<file path="config.mk">
export PLATFORM = sky130hd
export DESIGN_NAME = fcfs_mlfq_process_selector_flat
export DESIGN_NICKNAME = d
export VERILOG_FILES = /design/src/rtl/fmps_pkg.sv /design/src/rtl/fmps_if.sv /design/src/rtl/fmps_beats.sv /design/src/rtl/fcfs_mlfq_process_selector.sv /design/src/flat_wrapper.sv
export SDC_FILE = /design/constraint.sdc
export NUM_CORES = 2
export LEC_CHECK = 0
export BUFFER_PORTS_ARGS = -buffer_cell sky130_fd_sc_hd__buf_4
export CORE_UTILIZATION = 35
export CTS_BUF_LIST = sky130_fd_sc_hd__clkbuf_8 sky130_fd_sc_hd__clkbuf_16
export CTS_CLUSTER_DIAMETER = 30
export CTS_CLUSTER_SIZE = 10
export DETAILED_ROUTE_END_ITERATION = 10
export GPL_ROUTABILITY_DRIVEN = 1
export MAX_ROUTING_LAYER = met4
export PLACE_DENSITY_LB_ADDON = 0.05
export SETUP_SLACK_MARGIN = 0.2
export SYNTH_ARGS = -nofsm -noshare
export SYNTH_HDL_FRONTEND = slang
export SYNTH_MEMORY_MAX_BITS = 65536
export SYNTH_SLANG_ARGS = --single-unit
</file>
<file path="constraint.sdc">
create_clock -name clock -period 11.1 [get_ports clock]
set_clock_uncertainty 0.05 [all_clocks]
set_input_delay 2.22 -clock clock [delete_from_list [all_inputs] [get_ports clock]]
set_output_delay 2.22 -clock clock [all_outputs]
set_load 0.03 [all_outputs]
</file>
<file path="src/rtl/fmps_pkg.sv">
// shared types and constants of the process selector
`default_nettype none
package fmps_pkg;
   localparam int SLOTS = 64;
   localparam int SLOT_W = 6;
   localparam int PID_W = 31;
   localparam int TICK_W = 32;

   typedef enum logic [2:0] {
      CMD_PICK = 3'd0, CMD_CREATE = 3'd1, CMD_WSTATE = 3'd2, CMD_SETPRI = 3'd3,
      CMD_BOOST = 3'd4, CMD_WLEVEL = 3'd5, CMD_MLFQ = 3'd6, CMD_FCFS = 3'd7
   } cmd_type;

   localparam logic [2:0] ST_UNUSED = 3'd0;
   localparam logic [2:0] ST_USED = 3'd1;
   localparam logic [2:0] ST_RUNNABLE = 3'd3;
   localparam logic [2:0] ST_RUNNING = 3'd4;
   localparam logic [2:0] ST_LAST = 3'd5;

   localparam logic [2:0] RES_OK = 3'd0;
   localparam logic [2:0] RES_NONE = 3'd1;
   localparam logic [2:0] RES_RANGE = 3'd2;
   localparam logic [2:0] RES_SAME_MODE = 3'd3;
   localparam logic [2:0] RES_FULL = 3'd4;

   localparam logic [1:0] TOP_PRIORITY = 2'd3;
   localparam logic [1:0] LAST_LEVEL = 2'd2;

   typedef struct packed {
      logic [2:0]        cmd;
      logic [SLOT_W-1:0] slot;
      logic [PID_W-1:0]  target_pid;
      logic signed [7:0] value;
      logic [2:0]        new_state;
      logic [TICK_W-1:0] now_tick;
   } req_type;

   typedef struct packed {
      logic [2:0]        status;
      logic [SLOT_W-1:0] picked_slot;
      logic [PID_W-1:0]  picked_pid;
      logic [1:0]        picked_level;
   } rsp_type;

   // one table entry, all fields
   typedef struct packed {
      logic [2:0]        state;
      logic [PID_W-1:0]  pid;
      logic [1:0]        level;
      logic [1:0]        priority_lvl;
      logic [TICK_W-1:0] arrival;
   } entry_type;
endpackage
`default_nettype wire

</file>
<file path="src/rtl/fmps_if.sv">
// valid/ready channel interface
`default_nettype none
interface fmps_req_if;
   import fmps_pkg::*;
   logic    valid;
   logic    ready;
   req_type payload;
   modport source (output valid, output payload, input ready);
   modport sink (input valid, input payload, output ready);
endinterface

interface fmps_rsp_if;
   import fmps_pkg::*;
   logic    valid;
   logic    ready;
   rsp_type payload;
   modport source (output valid, output payload, input ready);
   modport sink (input valid, input payload, output ready);
endinterface
`default_nettype wire

</file>
<file path="src/rtl/fmps_beats.sv">
// compare unit used by the pick scan, and the generic table ram
`default_nettype none
module fmps_beats (
   input  wire fmps_pkg::entry_type cand,
   input  wire fmps_pkg::entry_type best,
   input  wire                      mlfq,
   output logic                     win
);
   import fmps_pkg::*;
   // fcfs orders by pid, mlfq by level, priority at last level, then arrival
   always_comb begin
      if (!mlfq) begin
         win = cand.pid < best.pid;
      end else if (cand.level != best.level) begin
         win = cand.level < best.level;
      end else if (best.level == LAST_LEVEL && cand.priority_lvl != best.priority_lvl) begin
         win = cand.priority_lvl > best.priority_lvl;
      end else begin
         win = cand.arrival < best.arrival;
      end
   end
endmodule

// single-port-write ram with registered read
module fmps_ram #(
   parameter int WIDTH = 8,
   parameter int DEPTH = 64
) (
   input  wire                     clock,
   input  wire                     wr_en,
   input  wire [$clog2(DEPTH)-1:0] wr_addr,
   input  wire [WIDTH-1:0]         wr_data,
   input  wire [$clog2(DEPTH)-1:0] rd_addr,
   output logic [WIDTH-1:0]        rd_data
);
   logic [WIDTH-1:0] mem_ff [DEPTH];
   logic [WIDTH-1:0] rd_ff;

   assign rd_data = rd_ff;

   always_ff @(posedge clock) begin
      if (wr_en) mem_ff[wr_addr] <= wr_data;
      rd_ff <= mem_ff[rd_addr];
   end
endmodule
`default_nettype wire

</file>
<file path="src/rtl/fcfs_mlfq_process_selector.sv">
// process selector top level: table of task slots and scan sequencer
// pick, create and set priority scan 64 slots through a registered read; a set
//    priority hit adds a write pass over the slots; boost and a mode change sweep
//    64 slots; a repeated mode command and the other commands skip both passes
// one item at a time: ready returns in the cycle after the result is taken
// synchronous reset, then a pass over all 64 slots clears the table (unused, priority 3)
//    with ready low; pid counter 1, fcfs mode
`default_nettype none
module fcfs_mlfq_process_selector (
   input wire clock,
   input wire reset,
   fmps_req_if.sink   req,
   fmps_rsp_if.source rsp
);
   import fmps_pkg::*;

   typedef enum logic [6:0] {
      S_CLEAR = 7'b0000001, S_IDLE = 7'b0000010, S_SCAN = 7'b0000100,
      S_DECIDE = 7'b0001000, S_WRITE = 7'b0010000, S_SWEEP = 7'b0100000,
      S_OUT = 7'b1000000
   } fsm_type;

   // level and arrival are always written together
   typedef struct packed {
      logic [1:0]        level;
      logic [TICK_W-1:0] arrival;
   } sched_type;

   fsm_type            fsm_ff, fsm_in;
   req_type            req_ff;
   rsp_type            rsp_ff, rsp_in;
   logic [SLOT_W:0]    idx_ff;
   logic               found_ff;
   logic [SLOT_W-1:0]  best_ff;
   entry_type          bent_ff;
   logic [PID_W-1:0]   pidc_ff;
   logic               mlfq_ff;

   logic [SLOT_W-1:0]  idx;
   logic [SLOT_W-1:0]  rd_slot;
   logic               rd_vld;
   logic               last;
   logic               scan_end;
   logic               prio_ok;
   logic               level_ok;
   entry_type          cur;
   logic               win;
   logic               match;

   logic [SLOT_W-1:0]  wr_addr;
   logic               st_we, pid_we, pri_we, sch_we;
   logic [2:0]         st_wd, st_rd;
   logic [PID_W-1:0]   pid_wd, pid_rd;
   logic [1:0]         pri_wd, pri_rd;
   sched_type          sch_wd, sch_rd;

   assign idx = idx_ff[SLOT_W-1:0];
   assign rd_vld = idx_ff != '0;
   assign rd_slot = SLOT_W'(idx_ff[SLOT_W-1:0] - 1'b1);
   assign last = idx == SLOT_W'(SLOTS - 1);
   assign scan_end = idx_ff[SLOT_W];
   assign prio_ok = req_ff.value >= 8'sd0 && req_ff.value <= 8'sd3;
   assign level_ok = req_ff.value >= 8'sd0 && req_ff.value <= 8'sd2;

   // table rams, all read at the scan index
   fmps_ram #(.WIDTH(3), .DEPTH(SLOTS)) u_state_ram (
      .clock(clock), .wr_en(st_we), .wr_addr(wr_addr), .wr_data(st_wd),
      .rd_addr(idx), .rd_data(st_rd)
   );
   fmps_ram #(.WIDTH(PID_W), .DEPTH(SLOTS)) u_pid_ram (
      .clock(clock), .wr_en(pid_we), .wr_addr(wr_addr), .wr_data(pid_wd),
      .rd_addr(idx), .rd_data(pid_rd)
   );
   fmps_ram #(.WIDTH(2), .DEPTH(SLOTS)) u_prio_ram (
      .clock(clock), .wr_en(pri_we), .wr_addr(wr_addr), .wr_data(pri_wd),
      .rd_addr(idx), .rd_data(pri_rd)
   );
   fmps_ram #(.WIDTH($bits(sched_type)), .DEPTH(SLOTS)) u_sched_ram (
      .clock(clock), .wr_en(sch_we), .wr_addr(wr_addr), .wr_data(sch_wd),
      .rd_addr(idx), .rd_data(sch_rd)
   );

   // entry read in the previous cycle
   always_comb begin
      cur.state = st_rd;
      cur.pid = pid_rd;
      cur.level = sch_rd.level;
      cur.priority_lvl = pri_rd;
      cur.arrival = sch_rd.arrival;
   end

   assign match = cur.state != ST_UNUSED && cur.pid == req_ff.target_pid;

   fmps_beats u_beats (.cand(cur), .best(bent_ff), .mlfq(mlfq_ff), .win(win));

   assign req.ready = fsm_ff == S_IDLE;
   assign rsp.valid = fsm_ff == S_OUT;
   assign rsp.payload = rsp_ff;

   // sequencer
   always_comb begin
      fsm_in = fsm_ff;
      case (fsm_ff)
         S_CLEAR: if (last) fsm_in = S_IDLE;
         S_IDLE: begin
            if (req.valid) begin
               case (req.payload.cmd)
                  CMD_PICK, CMD_CREATE, CMD_SETPRI: fsm_in = S_SCAN;
                  CMD_BOOST: fsm_in = S_SWEEP;
                  CMD_MLFQ: fsm_in = mlfq_ff ? S_DECIDE : S_SWEEP;
                  CMD_FCFS: fsm_in = mlfq_ff ? S_SWEEP : S_DECIDE;
                  default: fsm_in = S_DECIDE;
               endcase
            end
         end
         S_SCAN: if (scan_end) fsm_in = S_DECIDE;
         S_SWEEP: if (last) fsm_in = S_DECIDE;
         S_DECIDE: begin
            if (req_ff.cmd == CMD_SETPRI && found_ff && prio_ok) fsm_in = S_WRITE;
            else fsm_in = S_OUT;
         end
         S_WRITE: if (scan_end) fsm_in = S_OUT;
         S_OUT: if (rsp.ready) fsm_in = S_IDLE;
         default: fsm_in = S_IDLE;
      endcase
   end

   // table write port select
   always_comb begin
      wr_addr = idx;
      st_we = 1'b0;
      pid_we = 1'b0;
      pri_we = 1'b0;
      sch_we = 1'b0;
      st_wd = ST_UNUSED;
      pid_wd = '0;
      pri_wd = TOP_PRIORITY;
      sch_wd = '0;
      case (fsm_ff)
         S_CLEAR: begin
            st_we = 1'b1;
            pid_we = 1'b1;
            pri_we = 1'b1;
            sch_we = 1'b1;
         end
         S_SWEEP: begin
            pri_we = 1'b1;
            sch_we = 1'b1;
            sch_wd.arrival = req_ff.cmd == CMD_BOOST ? req_ff.now_tick : '0;
         end
         S_WRITE: begin
            wr_addr = rd_slot;
            pri_we = rd_vld && match;
            pri_wd = req_ff.value[1:0];
         end
         S_DECIDE: begin
            case (req_ff.cmd)
               CMD_PICK: begin
                  wr_addr = best_ff;
                  st_we = found_ff;
                  st_wd = ST_RUNNING;
               end
               CMD_CREATE: begin
                  wr_addr = best_ff;
                  st_we = found_ff;
                  pid_we = found_ff;
                  pri_we = found_ff;
                  sch_we = found_ff;
                  st_wd = ST_USED;
                  pid_wd = pidc_ff;
                  sch_wd.arrival = req_ff.now_tick;
               end
               CMD_WSTATE: begin
                  wr_addr = req_ff.slot;
                  st_we = req_ff.new_state <= ST_LAST;
                  st_wd = req_ff.new_state;
               end
               CMD_WLEVEL: begin
                  wr_addr = req_ff.slot;
                  sch_we = level_ok;
                  sch_wd.level = req_ff.value[1:0];
                  sch_wd.arrival = req_ff.now_tick;
               end
               default: begin
               end
            endcase
         end
         default: begin
         end
      endcase
   end

   // result of the item
   always_comb begin
      rsp_in = '0;
      case (req_ff.cmd)
         CMD_PICK: begin
            if (!found_ff) begin
               rsp_in.status = RES_NONE;
            end else begin
               rsp_in.picked_slot = best_ff;
               rsp_in.picked_pid = bent_ff.pid;
               rsp_in.picked_level = bent_ff.level;
            end
         end
         CMD_CREATE: begin
            if (!found_ff) begin
               rsp_in.status = RES_FULL;
            end else begin
               rsp_in.picked_slot = best_ff;
               rsp_in.picked_pid = pidc_ff;
            end
         end
         CMD_SETPRI: begin
            if (!found_ff) rsp_in.status = RES_NONE;
            else if (!prio_ok) rsp_in.status = RES_RANGE;
         end
         CMD_WLEVEL: if (!level_ok) rsp_in.status = RES_RANGE;
         CMD_MLFQ: if (mlfq_ff) rsp_in.status = RES_SAME_MODE;
         CMD_FCFS: if (!mlfq_ff) rsp_in.status = RES_SAME_MODE;
         default: rsp_in.status = RES_OK;
      endcase
   end

   always_ff @(posedge clock) begin
      if (reset) begin
         fsm_ff <= S_CLEAR;
         idx_ff <= '0;
         pidc_ff <= PID_W'(1);
         mlfq_ff <= 1'b0;
      end else begin
         fsm_ff <= fsm_in;
         case (fsm_ff)
            // clearing pass after reset
            S_CLEAR: idx_ff <= idx_ff + 1'b1;
            // latch the item
            S_IDLE: begin
               req_ff <= req.payload;
               idx_ff <= '0;
               found_ff <= 1'b0;
            end
            // one slot per cycle, picks through the compare unit, read data one slot behind the index
            S_SCAN: begin
               idx_ff <= idx_ff + 1'b1;
               if (rd_vld) begin
                  case (req_ff.cmd)
                     CMD_PICK: begin
                        if (cur.state == ST_RUNNABLE && (!found_ff || win)) begin
                           found_ff <= 1'b1;
                           best_ff <= rd_slot;
                           bent_ff <= cur;
                        end
                     end
                     CMD_CREATE: begin
                        if (cur.state == ST_UNUSED && !found_ff) begin
                           found_ff <= 1'b1;
                           best_ff <= rd_slot;
                        end
                     end
                     default: if (match) found_ff <= 1'b1;
                  endcase
               end
            end
            // requeue every slot
            S_SWEEP: idx_ff <= idx_ff + 1'b1;
            // register the result and update counter and mode
            S_DECIDE: begin
               idx_ff <= '0;
               rsp_ff <= rsp_in;
               if (req_ff.cmd == CMD_CREATE && found_ff) pidc_ff <= pidc_ff + 1'b1;
               if (req_ff.cmd == CMD_MLFQ) mlfq_ff <= 1'b1;
               else if (req_ff.cmd == CMD_FCFS) mlfq_ff <= 1'b0;
            end
            // priority write pass over matching slots
            S_WRITE: idx_ff <= idx_ff + 1'b1;
            default: begin
            end
         endcase
      end
   end

   // a result is only offered after the item's work is done
   a_out_after: assert property (@(posedge clock) disable iff (reset)
      rsp.valid && !$past(rsp.valid) |-> $past(fsm_ff == S_DECIDE || fsm_ff == S_WRITE))
      else $error("result without work");
   a_busy: assert property (@(posedge clock) disable iff (reset)
      req.ready |-> !rsp.valid) else $error("ready during result");
   a_pick_none: assert property (@(posedge clock) disable iff (reset)
      fsm_ff == S_DECIDE && req_ff.cmd == CMD_PICK && !found_ff |=> rsp_ff.status == RES_NONE)
      else $error("empty pick status");
   a_clear_busy: assert property (@(posedge clock) disable iff (reset)
      fsm_ff == S_CLEAR |-> !req.ready) else $error("ready while clearing");
endmodule
`default_nettype wire

</file>
<file path="src/flat_wrapper.sv">
// flat-port wrapper written by rule: the top's interface ports become plain ports
module fcfs_mlfq_process_selector_flat import fmps_pkg::*;
  (clock, reset, req_valid, req_payload, req_ready, rsp_valid, rsp_payload, rsp_ready);
  fmps_req_if req_i ();
  fmps_rsp_if rsp_i ();
  input wire clock;
  input wire reset;
  input wire logic [$bits(req_i.valid)-1:0] req_valid;
  input wire logic [$bits(req_i.payload)-1:0] req_payload;
  output wire logic [$bits(req_i.ready)-1:0] req_ready;
  output wire logic [$bits(rsp_i.valid)-1:0] rsp_valid;
  output wire logic [$bits(rsp_i.payload)-1:0] rsp_payload;
  input wire logic [$bits(rsp_i.ready)-1:0] rsp_ready;
  assign req_i.valid = req_valid;
  assign req_i.payload = req_payload;
  assign req_ready = req_i.ready;
  assign rsp_valid = rsp_i.valid;
  assign rsp_payload = rsp_i.payload;
  assign rsp_i.ready = rsp_ready;
  fcfs_mlfq_process_selector u_core (.clock(clock), .reset(reset), .req(req_i), .rsp(rsp_i));
endmodule
</file>
* Word level (Yosys, flattened, before mapping)
Memory sizes are Yosys's and may differ from the RTL's. A register that Yosys moved wholly into a read port is not among the register bits. Cells that the tools add are included.
Word-level totals: flip-flop bits (word level) 245, bits in writable memories 4480, memories kept 4
Operators by class: add/sub/neg operators 3, magnitude comparators 8, eq/ne operators 37, multiplexer cells 64, bitwise operators 1, reduce and logical (&&, ||, !) cells 37
Memories:
- u_core.u_sched_ram.mem_ff | depth 64, bits a word 34, rd ports 1, clocked after memory_dff 1, wr ports 1, line fmps_beats.sv:36 | logic [WIDTH-1:0] mem_ff [DEPTH];
- u_core.u_pid_ram.mem_ff | depth 64, bits a word 31, rd ports 1, clocked after memory_dff 1, wr ports 1, line fmps_beats.sv:36
- u_core.u_state_ram.mem_ff | depth 64, bits a word 3, rd ports 1, clocked after memory_dff 1, wr ports 1, line fmps_beats.sv:36
- u_core.u_prio_ram.mem_ff | depth 64, bits a word 2, rd ports 1, clocked after memory_dff 1, wr ports 1, line fmps_beats.sv:36
Operator list (number):
- case mux 37 bit (2 select lines) | 1
- two-way mux 32 bit | 2
- case mux 32 bit (2 select lines) | 1
- two-way mux 31 bit | 2
- two-way mux 7 bit | 7
- case mux 7 bit (7 select lines) | 1
- two-way mux 39 bit | 1
- two-way mux 37 bit | 1
- case mux 6 bit (2 select lines) | 3
- < comparator 32 bit | 1
- adder 31 x 1 -> 31 bit (second input constant) | 1
- == test 31 bit | 1
- < comparator 31 bit | 1
- case mux 7 bit (4 select lines) | 1
- two-way mux 6 bit | 4
- == test 3 bit (second input constant) | 7
- two-way mux 1 bit | 19
- case mux 3 bit (6 select lines) | 1
- AND reduction 6 bit | 3
- <= comparator 8 x 3 -> 1 bit (second input constant) | 2
- inequality test 2 x 1 -> 1 bit (second input constant) | 8
- two-way mux 2 bit | 7
- case mux 1 bit (2 select lines) | 7
- case mux 7 bit (2 select lines) | 1
- 37 further kinds | 67

* Logic depth before layout (Yosys ltp)
word-level depth 11, mapped depth 12, depth with buffers taken out 9

* By module
From an unflattened synthesis, not the netlist that was laid out.
Second synthesis, totals: cell total of the unflattened synthesis 8912, area total of the unflattened synthesis 185299.0 µm²
Modules (own cells, without submodules):
- fmps_ram (u_core.u_sched_ram) | times used 1, cells an instance 3744, area an instance 83774.1 µm², seq. area each 66023.3 µm²
- fmps_ram (u_core.u_pid_ram) | times used 1, cells an instance 3418, area an instance 76313.2 µm², seq. area each 60197.7 µm²
- fcfs_mlfq_process_selector | times used 1, cells an instance 773, area an instance 10291.1 µm², seq. area each 6986.7 µm²
- fmps_ram (u_core.u_state_ram) | times used 1, cells an instance 423, area an instance 7863.8 µm², seq. area each 5825.6 µm²
- fmps_ram (u_core.u_prio_ram) | times used 1, cells an instance 324, area an instance 5397.7 µm², seq. area each 3883.7 µm²
- fmps_beats | times used 1, cells an instance 230, area an instance 1659.1 µm², seq. area each 0.0 µm²

* Worst setup path before layout
OpenSTA, ideal clock, no wires.
kind input to register, start input port reset, end register u_core.bent_ff[0] in the netlist's numbering (enable), library setup time 657 ps, data arrival time 8986 ps, data required time 10393 ps, setup slack 1408 ps, stages on the path 3, buffers on the path 2, cells stage by stage clkbuf_1 -> clkbuf_1 -> nor4_1
Between the ends: word-level cells in the longest chain between the ends 2
RTL lines:
- start: declaration | line flat_wrapper.sv:7 | input wire reset;
- inverter 1 bit (no source line)
- AND reduction 5 bit (no source line)
- end signal: assignment | line fcfs_mlfq_process_selector.sv:251 | bent_ff <= cur;
- end: declaration | line fcfs_mlfq_process_selector.sv:35 | entry_type bent_ff;
No other way between the ends. A chain may end at the register's enable or synchronous reset.

==> run_results.csv <==
group,metric,value,unit
worst_setup_path,crit_chain,"buf_4 -> buf_12 -> buf_4 -> buf_4 -> mux4_2 -> mux4_2 -> mux4_2",
logic_synthesis,netlist_top_cells_count,"4679 x edfxtp_1, 1470 x mux4_2, 365 x nor2_1",
route,dr_total_vias,87810,
power,vdd_drop_max,0.1720,mV
logic_synthesis,synth-xor-area-share,0.003006,
timing,worst_slew_pin_slew,1.295,ns
cells_and_area,layout-drive-gt1-share,0.3911,
timing,min_period,5.915,ns
clock_network,cts-resized-gates,0,
floorplanning,die-area,0.5274,mm^2
route,drtAntennaViolNets,0,
hold_path,holdPathStages,0,
route,drt_iter0_markers,7134,
logic_synthesis,synthSimpleGateAreaFrac,0.01681,
worst_setup_path,cp_max_fo,88,
timing,rsz0062_at_grt,"no",
logic_synthesis,synth_compound_area_frac,0.004600,
clock_network,numCtsBuffers,1179,
logic_synthesis,yosys.area.top_type_share,0.7654,
logic_synthesis,synth_edf_count,4679,
clock_network,clk_latency,1.16,ns
route,dr.pass1.iters,7,
logic_synthesis,synth_flop_cell,"edfxtp_1",
route,wire_per_inst,33.15,um
worst_setup_path,worst_r2r_path_depth,7,
power,p_leak,73.66,nW
logic_synthesis,muxShareOfSynthArea,0.1824,
placed_design,place_area,0.1952,mm^2
route,wl,554900,um
worst_setup_path,critPathMaxStageDelay,0.92,ns
clock_network,ctsHoldBuffers,0,
placed_design,dp_worst_setup_slack,4.993,ns
worst_setup_path,required,12.06,ns
timing,slew_headroom,0.1355,
timing,fin_setup_tns,0,ns
logic_synthesis,synth_area_leaders,"edfxtp_1 77%, mux4_2 18%, dfxtp_1 1.3%",
grt,grt_pass1_wl,768800,um
worst_setup_path,slowest_stage,"buf_4",
clock_network,cts_setup_buffers,0,
route,drcViolationCount,0,
logic_synthesis,synth.most_common_cell,"edfxtp_1",
clock_network,htreeDepth,7,
clock_network,clk_path_buf_depth,5,
status,status,"finished clean",
logic_synthesis,synth_top_cell_by_area,"edfxtp_1",
timing,setup_slack,5.185,ns
worst_setup_path,arrival,6.87,ns
logic_synthesis,syn_area_per_cell,23.77,um^2
cells_and_area,final_nets,9089,
cells_and_area,syn_to_final_growth,26.79,%
timing,slew_violations,0,
floorplanning,num_io_pins,131,
floorplanning,die_w,726.2,um
clock_network,cts_tree,"yes",
placed_design,place.gp.congestion,0.7836,
placed_design,io_buffers,130,
grt,antenna_found_initial,12,
timing,fmax,0.1691,GHz
timing,period_share,0.5329,
floorplanning,placementRows,265,
grt,grt_max_degree,111,
worst_setup_path,critPathKind,"reg2reg",
grt,grtUsageTotal,0.2178,
logic_synthesis,syn_nets,7879,
job,drv_cap,0,
grt,gr-total-overflow,0,
worst_setup_path,startpoint_type,"flip-flop",
placed_design,dp_hpwl,304900,um
worst_setup_path,end_kind,"flip-flop",
floorplanning,initial_core_util,0.3520,
clock_network,clkTransAtPathRegs,0.05,ns
logic_synthesis,synth_seq_area_share,0.7780,
logic_synthesis,synthesis.area,0.1836,mm^2
floorplanning,core,0.5216,mm^2
clock_network,cts_root_buffer,"clkbuf_16",
timing,finalHoldViolCount,0,
logic_synthesis,yosysWarnings,0,
logic_synthesis,synthCells,7723,
floorplanning,fp.dieH,726.2,um
hold_path,min_path_type,"reg2reg",
cells_and_area,fin_area,0.2328,mm^2
timing,setup-violations-final,0,
clock_network,numClockSinks,4795,
power,p_per_area,245.7,mW/mm^2
logic_synthesis,synthArstFlopShare,0,
logic_synthesis,synth_fa_ha_area_frac,0.004703,
logic_synthesis,synth_top_family_by_area,"multiplexers",
grt,grt_pass1_vias,95900,
route,viasPerCell,5.245,
logic_synthesis,synthDistinctLibCells,57,
logic_synthesis,ys_seq_elements,4795,
-- final cells by class --
| cell class | instances | area (um^2) |
|---|---|---|
| Antenna cell | 12 | 30.03 |
| Clock buffer | 1230 | 30570 |
| Clock inverter | 804 | 7004 |
| Fill cell | 43920 | 288800 |
| Inverter | 86 | 322.8 |
| Multi-Input combinational cell | 2450 | 40050 |
| Sequential cell | 4795 | 142900 |
| Tap cell | 6942 | 8686 |
| Timing Repair Buffer | 421 | 3261 |
-- flip-flops by register name, summed over array words and instances (netlist names), 31 cells and up --
| register | cells |
|---|---|
| u_core.bent_ff | 67 |
| u_core.pidc_ff | 31 |
| u_core.req_ff | 83 |
| u_core.rsp.payload | 42 |
| u_core.u_pid_ram.mem_ff | 1984 |
| u_core.u_pid_ram.rd_data | 31 |
| u_core.u_prio_ram.mem_ff | 128 |
| u_core.u_sched_ram.mem_ff | 2176 |
| u_core.u_sched_ram.rd_data | 34 |
| u_core.u_state_ram.mem_ff | 192 |
-- layer usage --
metal	vias up	GRT usage	wire length, um
li1	35920	-	-
met5	-	-	0
met1	48590	0.2633	225200
met4	0	0.06765	12470
met2	2427	0.3761	296400
met3	864	0.03431	20830
-- cell families after synthesis --
group / after synthesis
xor+xnor: 63
flops: 4795
compound gates: 137
fa+ha+maj: 69
buf+inv: 478
simple gates: 674
mux: 1507
-- path summary, 6_finish.rpt --
| kind | from | endpoint | slack (ns) |
|---|---|---|---|
| min | u_core.u_sched_ram.rd_data[7] | u_core.bent_ff[7] | 0.38 |
| max reg2reg | u_core.idx_ff[0] | u_core.u_sched_ram.rd_data[23] | 5.19 |
| min reg2reg | u_core.u_sched_ram.rd_data[7] | u_core.bent_ff[7] | 0.38 |
| max | u_core.idx_ff[0] | u_core.u_sched_ram.rd_data[23] | 5.19 |
-- cells in the final DEF, fill, tap and decap left out, types with 20 or more instances in the layout --
cell type and instances:
edfxtp_1 4679, mux4_2 1470, clkbuf_16 1211, buf_4 413, inv_1 250, nor2_1 234, clkinv_2 188, clkinv_1 169
nor2_4 130, bufinv_16 114, dfxtp_1 110, clkinvlp_4 96, nand2_1 84, ha_1 69, a21oi_1 48, clkinv_4 40
mux2i_1 37, xnor2_1 36, o21ai_0 33, and2_2 31, inv_6 29, xor2_1 27, and3_2 24, nand4_1 20
-- metrics by stage --
step | util | power [W] | hold slack, ns | instances
finish | 0.4463 | 0.05719 | 0.3768 | 16740
global route | 0.4463 | 0.05894 | 0.3786 | 16730
CTS | 0.4462 | 0.05794 | 0.3719 | 16730
detailed placement | 0.3742 | 0.02558 | 0.3716 | 14690
global placement | 0.3742 | 0.02557 | 0.3762 | 14690
floorplan | - | 0.02365 | 0.3495 | 7723
-- worst max-delay path, delay by kind of cell (launching register included) --
family	cells	cell delay, ns
buf+inv	4	3.04
mux	3	1.61
flops	1	0.79
-- report_power, final --
group | internal [W] | switching [W]
logic | 0.00181 | 0.00270
registers | 0.0202 | 0.000394
clock network | 0.0222 | 0.00990
(Power assumes the default switching activity.)
